[src/design/spq_pkg.sv]
// ----------------------------------------------------------------------------
// spq_pkg: shared types and constants of the strict priority queue unit
// Class counts, pointer widths, command and result beats, cell control.
// ----------------------------------------------------------------------------
package spq_pkg;

    localparam int QUEUE_DEPTH  = 16;
    localparam int PRIO_LEVELS  = 3;
    localparam int NUM_CLASSES  = PRIO_LEVELS + 1;

    localparam int PTR_W        = $clog2(QUEUE_DEPTH);
    localparam int CNT_W        = $clog2(QUEUE_DEPTH + 1);
    localparam int CLS_W        = $clog2(NUM_CLASSES);
    localparam int ADDR_W       = CLS_W + PTR_W;
    localparam int STORE_DEPTH  = NUM_CLASSES * (2 ** PTR_W);

    localparam int TAG_W        = 16;
    localparam int SEV_W        = 3;
    localparam int LVL_W        = 2;

    typedef enum logic [1:0] {
        ACT_ADD_PLAIN = 2'd0,
        ACT_ADD_PRIO  = 2'd1,
        ACT_SERVE     = 2'd2,
        ACT_NOP       = 2'd3
    } t_action;

    typedef enum logic [1:0] {
        ST_ENQUEUED = 2'd0,
        ST_SERVED   = 2'd1,
        ST_EMPTY    = 2'd2,
        ST_FULL     = 2'd3
    } t_status;

    typedef enum logic [1:0] {
        S_IDLE,
        S_EXEC,
        S_RESP
    } t_state;

    typedef struct packed {
        t_action           action;
        logic [TAG_W-1:0]  tag_in;
        logic [SEV_W-1:0]  severity_in;
    } t_cmd;

    typedef struct packed {
        t_status           status;
        logic [TAG_W-1:0]  served_tag;
        logic              served_class;
        logic [LVL_W-1:0]  served_level;
    } t_res;

    // control into one class cell
    typedef struct packed {
        logic enq;
        logic serve;
    } t_cell_ctl;

    // status out of one class cell
    typedef struct packed {
        logic              full;
        logic              take;
        logic [PTR_W-1:0]  head;
        logic [PTR_W-1:0]  tail;
    } t_cell_sts;

    function automatic logic [CLS_W-1:0] clamp_level(input logic [SEV_W-1:0] sev);
        logic [CLS_W-1:0] lvl;
        if (sev == '0) begin
            lvl = CLS_W'(1);
        end else if (int'(sev) > PRIO_LEVELS) begin
            lvl = CLS_W'(PRIO_LEVELS);
        end else begin
            lvl = CLS_W'(sev);
        end
        return lvl;
    endfunction

    function automatic logic [PTR_W-1:0] next_slot(input logic [PTR_W-1:0] p);
        logic [PTR_W-1:0] n;
        if (p == PTR_W'(QUEUE_DEPTH - 1)) begin
            n = '0;
        end else begin
            n = p + PTR_W'(1);
        end
        return n;
    endfunction

endpackage

[src/design/spq_ram.sv]
// ----------------------------------------------------------------------------
// spq_ram: generic single-write, single-read RAM
// One write port, one read port with registered read data.
// ----------------------------------------------------------------------------
module spq_ram #(
    parameter int WIDTH = 16,
    parameter int DEPTH = 64
) (
    input  logic                     i_clk,
    input  logic                     i_we,
    input  logic [$clog2(DEPTH)-1:0] i_waddr,
    input  logic [WIDTH-1:0]         i_wdata,
    input  logic                     i_re,
    input  logic [$clog2(DEPTH)-1:0] i_raddr,
    output logic [WIDTH-1:0]         o_rdata
);

    logic [WIDTH-1:0] r_mem [DEPTH];
    logic [WIDTH-1:0] r_rdata;

    always_ff @(posedge i_clk) begin
        if (i_we) begin
            r_mem[i_waddr] <= i_wdata;
        end
        if (i_re) begin
            r_rdata <= r_mem[i_raddr];
        end
    end

    assign o_rdata = r_rdata;

endmodule

[src/design/spq_cell.sv]
// ----------------------------------------------------------------------------
// spq_cell: one class of the queue chain
// Holds head, tail and fill count of one FIFO class and passes the serve
// claim down to the next lower class.
// ----------------------------------------------------------------------------
module spq_cell (
    input  logic                  i_clk,
    input  logic                  i_rst_n,
    input  spq_pkg::t_cell_ctl    i_ctl,
    input  logic                  i_claim,
    output logic                  o_claim,
    output spq_pkg::t_cell_sts    o_sts
);

    logic [spq_pkg::PTR_W-1:0] r_head, n_head;
    logic [spq_pkg::PTR_W-1:0] r_tail, n_tail;
    logic [spq_pkg::CNT_W-1:0] r_cnt,  n_cnt;
    logic                      w_nonempty;
    logic                      w_take;

    assign w_nonempty = (r_cnt != '0);
    // a higher class that holds entries wins the serve
    assign w_take     = i_ctl.serve && !i_claim && w_nonempty;
    assign o_claim    = i_claim || w_nonempty;

    assign o_sts.full = (r_cnt == spq_pkg::CNT_W'(spq_pkg::QUEUE_DEPTH));
    assign o_sts.take = w_take;
    assign o_sts.head = r_head;
    assign o_sts.tail = r_tail;

    always_comb begin
        n_head = r_head;
        n_tail = r_tail;
        n_cnt  = r_cnt;
        if (i_ctl.enq) begin
            n_tail = spq_pkg::next_slot(r_tail);
            n_cnt  = r_cnt + spq_pkg::CNT_W'(1);
        end else if (w_take) begin
            n_head = spq_pkg::next_slot(r_head);
            n_cnt  = r_cnt - spq_pkg::CNT_W'(1);
        end
    end

    always_ff @(posedge i_clk) begin
        if (!i_rst_n) begin
            r_head <= '0;
            r_tail <= '0;
            r_cnt  <= '0;
        end else begin
            r_head <= n_head;
            r_tail <= n_tail;
            r_cnt  <= n_cnt;
        end
    end

endmodule

[src/design/strict_priority_multi_queue_unit.sv]
// ----------------------------------------------------------------------------
// strict_priority_multi_queue_unit: strict priority multi-queue scheduler
// One plain FIFO class and one FIFO class per severity level; serve takes the
// oldest tag of the highest non-empty level, then the oldest plain tag.
// ----------------------------------------------------------------------------
// Each command has an execute cycle, in which the shared tag store is
// read or written once while the class cells update their pointers, then
// a result cycle in which o_strobe is high for exactly that cycle and a
// new command can already be started. busy is high only in the execute
// cycle. Results cannot be stalled; the receiver must take each beat in
// the cycle it is shown.
module strict_priority_multi_queue_unit (
    input  logic            i_clk,
    input  logic            i_rst_n,
    input  logic            start,
    output logic            busy,
    input  spq_pkg::t_cmd   i_cmd,
    output logic            o_strobe,
    output spq_pkg::t_res   o_res
);

    spq_pkg::t_state  r_state, n_state;

    spq_pkg::t_action               r_action;
    logic [spq_pkg::CLS_W-1:0]      r_cls;
    logic [spq_pkg::TAG_W-1:0]      r_tag;

    spq_pkg::t_status               r_status;
    logic                           r_served_class;
    logic [spq_pkg::LVL_W-1:0]      r_served_level;

    spq_pkg::t_cell_ctl             w_ctl   [spq_pkg::NUM_CLASSES];
    spq_pkg::t_cell_sts             w_sts   [spq_pkg::NUM_CLASSES];
    logic [spq_pkg::NUM_CLASSES:0]  w_claim;

    logic                           w_accept;
    logic                           w_exec;
    logic                           w_is_enq;
    logic                           w_is_serve;
    logic                           w_target_full;
    logic [spq_pkg::PTR_W-1:0]      w_target_tail;
    logic                           w_enq_ok;
    logic                           w_any_take;
    logic [spq_pkg::CLS_W-1:0]      w_sel_cls;
    logic [spq_pkg::PTR_W-1:0]      w_sel_head;

    logic                           w_we;
    logic                           w_re;
    logic [spq_pkg::ADDR_W-1:0]     w_waddr;
    logic [spq_pkg::ADDR_W-1:0]     w_raddr;
    logic [spq_pkg::TAG_W-1:0]      w_rdata;

    // ---------------- control FSM ----------------
    always_ff @(posedge i_clk) begin
        if (!i_rst_n) begin
            r_state <= spq_pkg::S_IDLE;
        end else begin
            r_state <= n_state;
        end
    end

    always_comb begin
        n_state  = r_state;
        busy     = 1'b0;
        o_strobe = 1'b0;
        w_exec   = 1'b0;
        case (r_state)
            spq_pkg::S_IDLE: begin
                if (start) begin
                    n_state = spq_pkg::S_EXEC;
                end
            end
            spq_pkg::S_EXEC: begin
                busy    = 1'b1;
                w_exec  = 1'b1;
                n_state = spq_pkg::S_RESP;
            end
            spq_pkg::S_RESP: begin
                o_strobe = 1'b1;
                n_state  = start ? spq_pkg::S_EXEC : spq_pkg::S_IDLE;
            end
            default: begin
                n_state = spq_pkg::S_IDLE;
            end
        endcase
    end

    assign w_accept = start && !busy;

    // ---------------- command capture ----------------
    always_ff @(posedge i_clk) begin
        if (w_accept) begin
            r_action <= i_cmd.action;
            r_tag    <= i_cmd.tag_in;
            if (i_cmd.action == spq_pkg::ACT_ADD_PRIO) begin
                r_cls <= spq_pkg::clamp_level(i_cmd.severity_in);
            end else begin
                r_cls <= '0;
            end
        end
    end

    // ---------------- class cell chain ----------------
    assign w_is_enq   = (r_action == spq_pkg::ACT_ADD_PLAIN) ||
                        (r_action == spq_pkg::ACT_ADD_PRIO);
    assign w_is_serve = (r_action == spq_pkg::ACT_SERVE);

    always_comb begin
        w_target_full = 1'b0;
        w_target_tail = '0;
        for (int k = 0; k < spq_pkg::NUM_CLASSES; k++) begin
            if (r_cls == spq_pkg::CLS_W'(k)) begin
                w_target_full = w_sts[k].full;
                w_target_tail = w_sts[k].tail;
            end
        end
    end

    assign w_enq_ok = w_exec && w_is_enq && !w_target_full;

    // claim enters at the highest level and ripples down to the plain class
    assign w_claim[spq_pkg::NUM_CLASSES] = 1'b0;

    for (genvar k = 0; k < spq_pkg::NUM_CLASSES; k++) begin : g_cell
        assign w_ctl[k].enq   = w_enq_ok && (r_cls == spq_pkg::CLS_W'(k));
        assign w_ctl[k].serve = w_exec && w_is_serve;

        spq_cell u_cell (
            .i_clk   (i_clk),
            .i_rst_n (i_rst_n),
            .i_ctl   (w_ctl[k]),
            .i_claim (w_claim[k+1]),
            .o_claim (w_claim[k]),
            .o_sts   (w_sts[k])
        );
    end

    always_comb begin
        w_any_take = 1'b0;
        w_sel_cls  = '0;
        w_sel_head = '0;
        for (int k = 0; k < spq_pkg::NUM_CLASSES; k++) begin
            if (w_sts[k].take) begin
                w_any_take = 1'b1;
                w_sel_cls  = spq_pkg::CLS_W'(k);
                w_sel_head = w_sts[k].head;
            end
        end
    end

    // ---------------- tag store ----------------
    assign w_we    = w_enq_ok;
    assign w_waddr = {r_cls, w_target_tail};
    assign w_re    = w_exec && w_any_take;
    assign w_raddr = {w_sel_cls, w_sel_head};

    spq_ram #(
        .WIDTH (spq_pkg::TAG_W),
        .DEPTH (spq_pkg::STORE_DEPTH)
    ) u_store (
        .i_clk   (i_clk),
        .i_we    (w_we),
        .i_waddr (w_waddr),
        .i_wdata (r_tag),
        .i_re    (w_re),
        .i_raddr (w_raddr),
        .o_rdata (w_rdata)
    );

    // ---------------- result ----------------
    always_ff @(posedge i_clk) begin
        if (w_exec) begin
            r_served_class <= 1'b0;
            r_served_level <= '0;
            if (w_is_enq) begin
                r_status <= w_target_full ? spq_pkg::ST_FULL : spq_pkg::ST_ENQUEUED;
            end else if (w_is_serve && w_any_take) begin
                r_status       <= spq_pkg::ST_SERVED;
                r_served_class <= (w_sel_cls != '0);
                r_served_level <= spq_pkg::LVL_W'(w_sel_cls);
            end else begin
                r_status <= spq_pkg::ST_EMPTY;
            end
        end
    end

    assign o_res.status       = r_status;
    assign o_res.served_tag   = (r_status == spq_pkg::ST_SERVED) ? w_rdata : '0;
    assign o_res.served_class = r_served_class;
    assign o_res.served_level = r_served_level;

    // ---------------- assertions ----------------
    a_start_goes_busy: assert property (@(posedge i_clk) disable iff (!i_rst_n)
        (start && !busy) |=> busy)
        else $error("accepted command did not enter execute");

    a_exec_then_beat: assert property (@(posedge i_clk) disable iff (!i_rst_n)
        busy |=> (o_strobe && !busy))
        else $error("execute cycle not followed by a result beat");

    a_single_take: assert property (@(posedge i_clk) disable iff (!i_rst_n)
        $onehot0({w_sts[3].take, w_sts[2].take, w_sts[1].take, w_sts[0].take}))
        else $error("more than one class served at once");

    a_plain_level_zero: assert property (@(posedge i_clk) disable iff (!i_rst_n)
        (o_strobe && !o_res.served_class) |-> (o_res.served_level == '0))
        else $error("level reported for a non-priority beat");

endmodule

[config.mk]
export PLATFORM = sky130hd
export DESIGN_NAME = strict_priority_multi_queue_unit
export DESIGN_NICKNAME = d
export VERILOG_FILES = /design/src/design/spq_pkg.sv /design/src/design/spq_ram.sv /design/src/design/spq_cell.sv /design/src/design/strict_priority_multi_queue_unit.sv
export SDC_FILE = /design/constraint.sdc
export NUM_CORES = 1
export LEC_CHECK = 0
export ABC_AREA = 1
export BUFFER_PORTS_ARGS = -buffer_cell sky130_fd_sc_hd__buf_4
export CORE_AREA = 2 2 379 381
export CTS_CLUSTER_SIZE = 20
export DETAILED_ROUTE_END_ITERATION = 12
export DIE_AREA = 0 0 381 383
export PLACE_DENSITY = 0.49
export SLEW_MARGIN = 20
export SYNTH_ARGS = -nofsm -noshare
export SYNTH_HDL_FRONTEND = slang
export SYNTH_SLANG_ARGS = --single-unit
export TNS_END_PERCENT = 100
[constraint.sdc]
create_clock -name i_clk -period 3.8 [get_ports i_clk]
set_input_delay 0.76 -clock i_clk [delete_from_list [all_inputs] [get_ports i_clk]]
set_output_delay 0.76 -clock i_clk [all_outputs]
set_load 0.03 [all_outputs]
### After elaboration in Yosys (flattened, before gate mapping)

Memories as Yosys holds them, arrays and structs flattened. A register that Yosys moved wholly into a read port is not among the register bits.
Cells that the tools add are included.

* output and inout bits: 23
* word-level logic and storage cells: 158
* register bits: 79
* memories kept: 1
* bits in writable memories: 1024

* add/subtract/negate cells: 16
* mux-type cells: 48
* order comparisons: 1
* bitwise operators: 6
* reductions and logical operators: 44
* eq/ne operators: 22

Memories
* u_store.r_mem: depth 64, bits a word 16, read ports 1, clocked after Yosys merged registers in 1, write ports 1, line spq_ram.sv:18 `logic [WIDTH-1:0] r_mem [DEPTH];`

Operators with widths (count)
* $mux 4: 16
* $mux 5: 8
* $add 4x1->4 const B: 8
* $eq 4x4->1 const B: 8
* $add 5x1->5 const B: 4
* $eq 5x5->1 const B: 4
* $reduce_bool 5->1: 4
* $sub 5x1->5 const B: 4
* $logic_and 1x1->1: 17
* $mux 16: 1
* $mux 1: 15
* $mux 2: 7
* $eq 2x1->1 const B: 5
* $reduce_bool 2->1: 5
* $eq 2x2->1 const B: 4
* $reduce_and 2->1: 4
* $logic_not 2->1: 3
* $not 1->1: 6
* $pmux 2 s3: 1
* $logic_not 1->1: 5
* $reduce_or 2->1: 2
* $gt 3x2->1 const B: 1
* $logic_not 3->1: 1
* $logic_or 1x1->1: 3
* $ne 2x2->1 const B: 1

### Longest topological paths before layout

* word-level depth: 13
* depth in mapped cells: 18

### Hierarchy

Synthesis repeated with hierarchy kept, for this count alone.

* cells, all modules: 4166
* area, all modules: 46905.0 sq um

Modules (own cells, without submodules)
* spq_ram: area each 42259.3 sq um, instances 1, cells each 3517
* spq_cell: area each 808.3 sq um, instances 4, cells each 118
* strict_priority_multi_queue_unit: area each 1412.6 sq um, instances 1, cells each 177

### Worst setup path before layout

OpenSTA, ideal clock, no wires.

* path type: register -> register
* start: register r_cls[0] (netlist bit)
* end: memory u_store.r_mem[13][0], enable pin
* setup time: 389 ps
* cell stages (with the launch flop): 10
* arrival time: 2513 ps
* slack: 899 ps
* buffers on the path: 0
* clock period less this slack: 2901 ps
* cells stage by stage: edfxtp_1 inv_1 nor2_1 inv_1 nor2_1 nor4_1 nand3_1 nor2_1 nand3_1 nor2_1

* cells in the longest elaborated chain, start to end: 9
* elaborated cells between the ends (all ways): 16
* classes of those cells: 3 x eq/ne; 10 x mux; 3 x reduce/logical

Ends and longest elaborated chain
* start: declaration: line strict_priority_multi_queue_unit.sv:25 `logic [spq_pkg::CLS_W-1:0] r_cls;`
* start signal: assignment: line strict_priority_multi_queue_unit.sv:96 `r_cls <= spq_pkg::clamp_level(i_cmd.severity_in);`
* $logic_not 2->1: line strict_priority_multi_queue_unit.sv:112 `if (r_cls == spq_pkg::CLS_W'(k)) begin`
* $mux 1 (4 in series): line strict_priority_multi_queue_unit.sv:112
* $logic_not 1->1: line strict_priority_multi_queue_unit.sv:119 `assign w_enq_ok = w_exec && w_is_enq && !w_target_full;`
* $logic_and 1x1->1: line strict_priority_multi_queue_unit.sv:119
* $mux 1: line spq_ram.sv:22 `if (i_we) begin`
* $mux 1 (not written as such): line spq_ram.sv:23 `r_mem[i_waddr] <= i_wdata;`
* end: declaration: line spq_ram.sv:18

Several ways; a longest one is shown, not always the timed one.

### Worst setup path after layout

* start: register g_cell[2].u_cell.r_cnt[0] (netlist bit)
* end: register u_store.r_rdata[2] (netlist: u_store.o_rdata[2]) (read register of u_store.r_mem) (data pin)

* cells in the longest elaborated chain, start to end: 11
* elaborated cells between the ends (all ways): 22
* classes of those cells: 11 x mux; 11 x reduce/logical

Ends and longest elaborated chain
* start: declaration: line spq_cell.sv:17 `logic [spq_pkg::CNT_W-1:0] r_cnt, n_cnt;`
* start signal: assignment: line spq_cell.sv:52 `r_cnt <= n_cnt;`
* $reduce_bool 5->1 (*): line spq_cell.sv:21 `assign w_nonempty = (r_cnt != '0);`
* $logic_or 1x1->1 (2 in series): line spq_cell.sv:24 `assign o_claim = i_claim || w_nonempty;`
* $logic_not 1->1: line spq_cell.sv:23 `assign w_take = i_ctl.serve && !i_claim && w_nonempty;`
* $logic_and 1x1->1 (2 in series): line spq_cell.sv:23
* $mux 1 (4 in series): line strict_priority_multi_queue_unit.sv:143 `if (w_sts[k].take) begin`
* $logic_and 1x1->1: line strict_priority_multi_queue_unit.sv:154 `assign w_re = w_exec && w_any_take;`
* end: declaration: line spq_ram.sv:19 `logic [WIDTH-1:0] r_rdata;`

Every way passes the cells marked *; elsewhere a longest branch is shown, timed or not.
A chain may end at the register's enable or synchronous reset.

==> reports/results.tsv <==
stage	metric	value	unit
worst_setup_path	worst reg-to-reg setup slack	0.27	ns
power_and_ir_drop	Power Internal	0.0207	W
global_routing	grt met1 use	28.2	%
die	Initial Util	34.7	%
synth	Yosys warnings	0	
synth	Synth Area in Simple Gates	23.7	%
layout	most frequent cells in the layout	nand3_1, edfxtp_1, nand2_1	
detailed_routing	DRC marker count from the first detailed-route iteration	3169	
clock_tree	Setup Fix Bufs, Post-CTS	0	
global_routing	total gr overflow	0	
timing	Final Hold Fails	0	
timing	setup TNS	0	ns
synth	largest family of logic cells by synthesized area	simple AND/OR/NAND/NOR gates	
timing	worst slew pin tran	1.13	ns
place	# port buffers	46	
clock_tree	Clk Latency, worst-skew pair	0.78	ns
die	Die Ht	383	um
global_routing	GRT met3 Usage	3.88	%
timing	RSZ-0062 raised after global routing	no	
synth	Post-synth EDFFs	1065	
detailed_routing	routed wire length	149000	um
worst_setup_path	Crit-path slowest cell	dfxtp_1	
timing	Final Skew	0.0257	ns
detailed_routing	ANT nets after route	0	
layout	count of filler cells inserted in the layout	13700	
layout	layout cells sized above 1	9.39	%
global_routing	global-route wire length before repair	218000	um
global_routing	initial antenna violation count	5	
clock_tree	H-tree Lvls	4	
clock_tree	Clk pin slew, worst setup/hold paths	0.06	ns
timing	Final min period	3.53	ns
global_routing	largest net degree at the start of global routing	125	
detailed_routing	# DRC	0	
detailed_routing	Via density	5.08	
synth	Post-Synth Adder-Cell Area	0.668	%
global_routing	Tot GR Track Use	20.2	%
place	routability congestion estimate	0.798	
synth	asr flop ratio synth	0	%
power_and_ir_drop	worst vdd ir	0.326	mV
worst_setup_path	delay-heaviest family, CP	simple AND/OR/NAND/NOR gates	
global_routing	GR Layer Usage met2	32.0	%
layout	# nets final	4666	
synth	library cells used by synthesis	40	
power_and_ir_drop	NetSw	0.00580	W
clock_tree	Clock Path Buffers	3	
worst_setup_path	crit path capture type	flop	
die	Core ar.	142000	um2
layout	area grow syn2layout	15.2	%
clock_tree	Root Driver	clkbuf_16	
worst_setup_path	Buffers & Inverters on Critical Path	4	
synth	Mean Syn Cell Area	10.9	um2
timing	Max-slew headroom	24.0	%
synth	post-synthesis instance area	49400	um2
power_and_ir_drop	switch share	21.9	%
die	number of cell rows	139	
timing	Peak Freq	283	MHz
hold_path	Min-Delay Path Class	in2reg	
run	max-cap violation count	0	
synth	Most used DFF post-synth	edfxtp_1	
die	IO Pins	47	
worst_setup_path	CP max stage delay	0.36	ns
synth	synthesized flop and latch total	1119	
synth	synthesized instance count	4534	
worst_setup_path	CP startpoint kind	flop	
power_and_ir_drop	Pwr per Cell Area	465	nW/um2
die	DIE WIDTH	381	um
layout	leading cell type in the layout, fill and taps excluded	nand3_1	
synth	Synth Area in XOR/XNOR	0.177	%
power_and_ir_drop	P_leak	21.5	nW
worst_setup_path	Worst path most repeated cell	nand3_1	
global_routing	Top Usage Layer GRT	met2	
worst_setup_path	Req. time, crit path	4.33	ns
timing	Final setup viols	0	
layout	cell area after layout	56900	um2
status	status	finished, final reports clean	
worst_setup_path	CP Cell Sequence	nor2_1 -> nand2_1 -> nor2_2 -> nor3_4 -> buf_4 -> nand2_1 -> nand2_8 -> nand2_4 -> buf_16 -> buf_12 -> buf_4 -> nand2_1 -> nand3_1 -> nand3_1 -> nand3_1 -> nand3_1 -> nand3_1 -> nand2_1	
power_and_ir_drop	sequential power share	51.4	%
synth	Seq/Total Area, Yosys	66.9	%
global_routing	vias in the first global route	31900	
detailed_routing	via count	33600	
detailed_routing	DRT Pass-1 Iters	5	
clock_tree	post-cts hold buffer count	0	
synth	mux share of post-synthesis cell area	0	%
timing	Setup WS post-layout	0.271	ns
clock_tree	TritonCTS clock tree	yes	
clock_tree	Resized cells post-CTS	0	
timing	part of the cycle the worst path needs	92.9	%
die	die area	146000	um2
power_and_ir_drop	Clock power frac	45.1	%
worst_setup_path	kind of critical path	reg2reg	
timing	fin. max-slew vios	0	
place	post-place setup slack	0.133	ns
worst_setup_path	crit path DAT	4.06	ns
place	DPL Wire Length	83700	um
synth	syn_nets	4582	
detailed_routing	wire per inst	22.6	um
clock_tree	TritonCTS Buffers	131	
synth	Synth Area in Compound Gates	1.17	%
power_and_ir_drop	Comb power frac	3.5	%
clock_tree	clk sinks	1119	
place	Placed Area	52900	um2
worst_setup_path	Critical Path Fanout Max	40	
-- flip-flops by register name, indices dropped and copies added, names as in the netlist --
register / count
u_store.r_mem: 1024
g_cell.u_cell.r_cnt: 20
g_cell.u_cell.r_head: 16
g_cell.u_cell.r_tail: 16
r_tag: 16
u_store.o_rdata: 16
r_action: 2
r_cls: 2
r_served_level: 2
r_state: 2
r_status: 2
r_served_class: 1
-- final cells by class --
class / instances / area (um2) / area share, %
repair buffers: 232 / 2240 / 3.94
diodes: 2 / 5.00 / 0.00879
well taps: 1903 / 2380 / 4.18
clock buffers: 173 / 3550 / 6.24
clock inverters: 58 / 453 / 0.795
flip-flops and latches: 1119 / 33100 / 58.1
multi-input cells: 2489 / 12800 / 22.5
inverters: 645 / 2430 / 4.26
-- per-stage QoR --
step,std cells,util (%),hold WS (ns),total power (W)
2_1_floorplan,4534,-,0.443,0.0143
3_3_place_gp,6388,37.2,0.459,0.0148
3_5_place_dp,6388,37.2,0.462,0.0148
4_1_cts,6619,40.0,0.114,0.0267
5_1_grt,6619,40.0,0.126,0.0273
6_report,6621,40.0,0.173,0.0265
-- routing by layer --
metal	wire length, um	up-vias
li1	-	15800
met1	67000	16700
met2	69500	991
met3	9170	196
met4	3600	0
met5	0	-
-- cell families after synthesis --
family / after synthesis
buffers and inverters: 926
adder cells (fa/ha/maj): 24
AND/OR/NAND/NOR: 2352
flip-flops: 1119
XOR/XNOR: 10
AO/OA/AOI/OAI: 103
-- cells in the mapped netlist (11+ instances only) --
cell         n  area (um2)
ha_1        20         250
edfxtp_1  1065       32000
nor2_1     150         563
nand3_1   1122        5620
inv_1      640        2400
clkbuf_1   130         488
nand2_1    682        2560
buf_2      127         636
a21oi_1     42         210
dfxtp_1     54        1080
nand3b_1   367        2760
o21ai_0     37         185
buf_1       16        60.1
nand4_1     11        68.8
a211oi_1    12        90.1
-- power groups by stage --
stage          logic (W)  registers (W)  clock network, W
2_1_floorplan   0.000388         0.0139                 0
3_3_place_gp    0.000933         0.0139                 0
3_5_place_dp    0.000936         0.0139                 0
4_1_cts         0.000938         0.0136            0.0122
5_1_grt          0.00100         0.0136            0.0127
6_report        0.000928         0.0136            0.0120
-- worst paths after layout --
path                                          start                           end  depth (start not counted)
max          g_cell[2].u_cell.r_cnt[0]$_SDFFE_PN0P_  u_store.o_rdata[2]$_DFFE_PP_                         18
min                                        i_cmd[9]            r_tag[6]$_DFFE_PP_                          1
max reg2reg  g_cell[2].u_cell.r_cnt[0]$_SDFFE_PN0P_  u_store.o_rdata[2]$_DFFE_PP_                         18
min reg2reg                 r_state[0]$_SDFFE_PN0P_       r_state[0]$_SDFFE_PN0P_                          1
(Power assumes the default switching activity.)
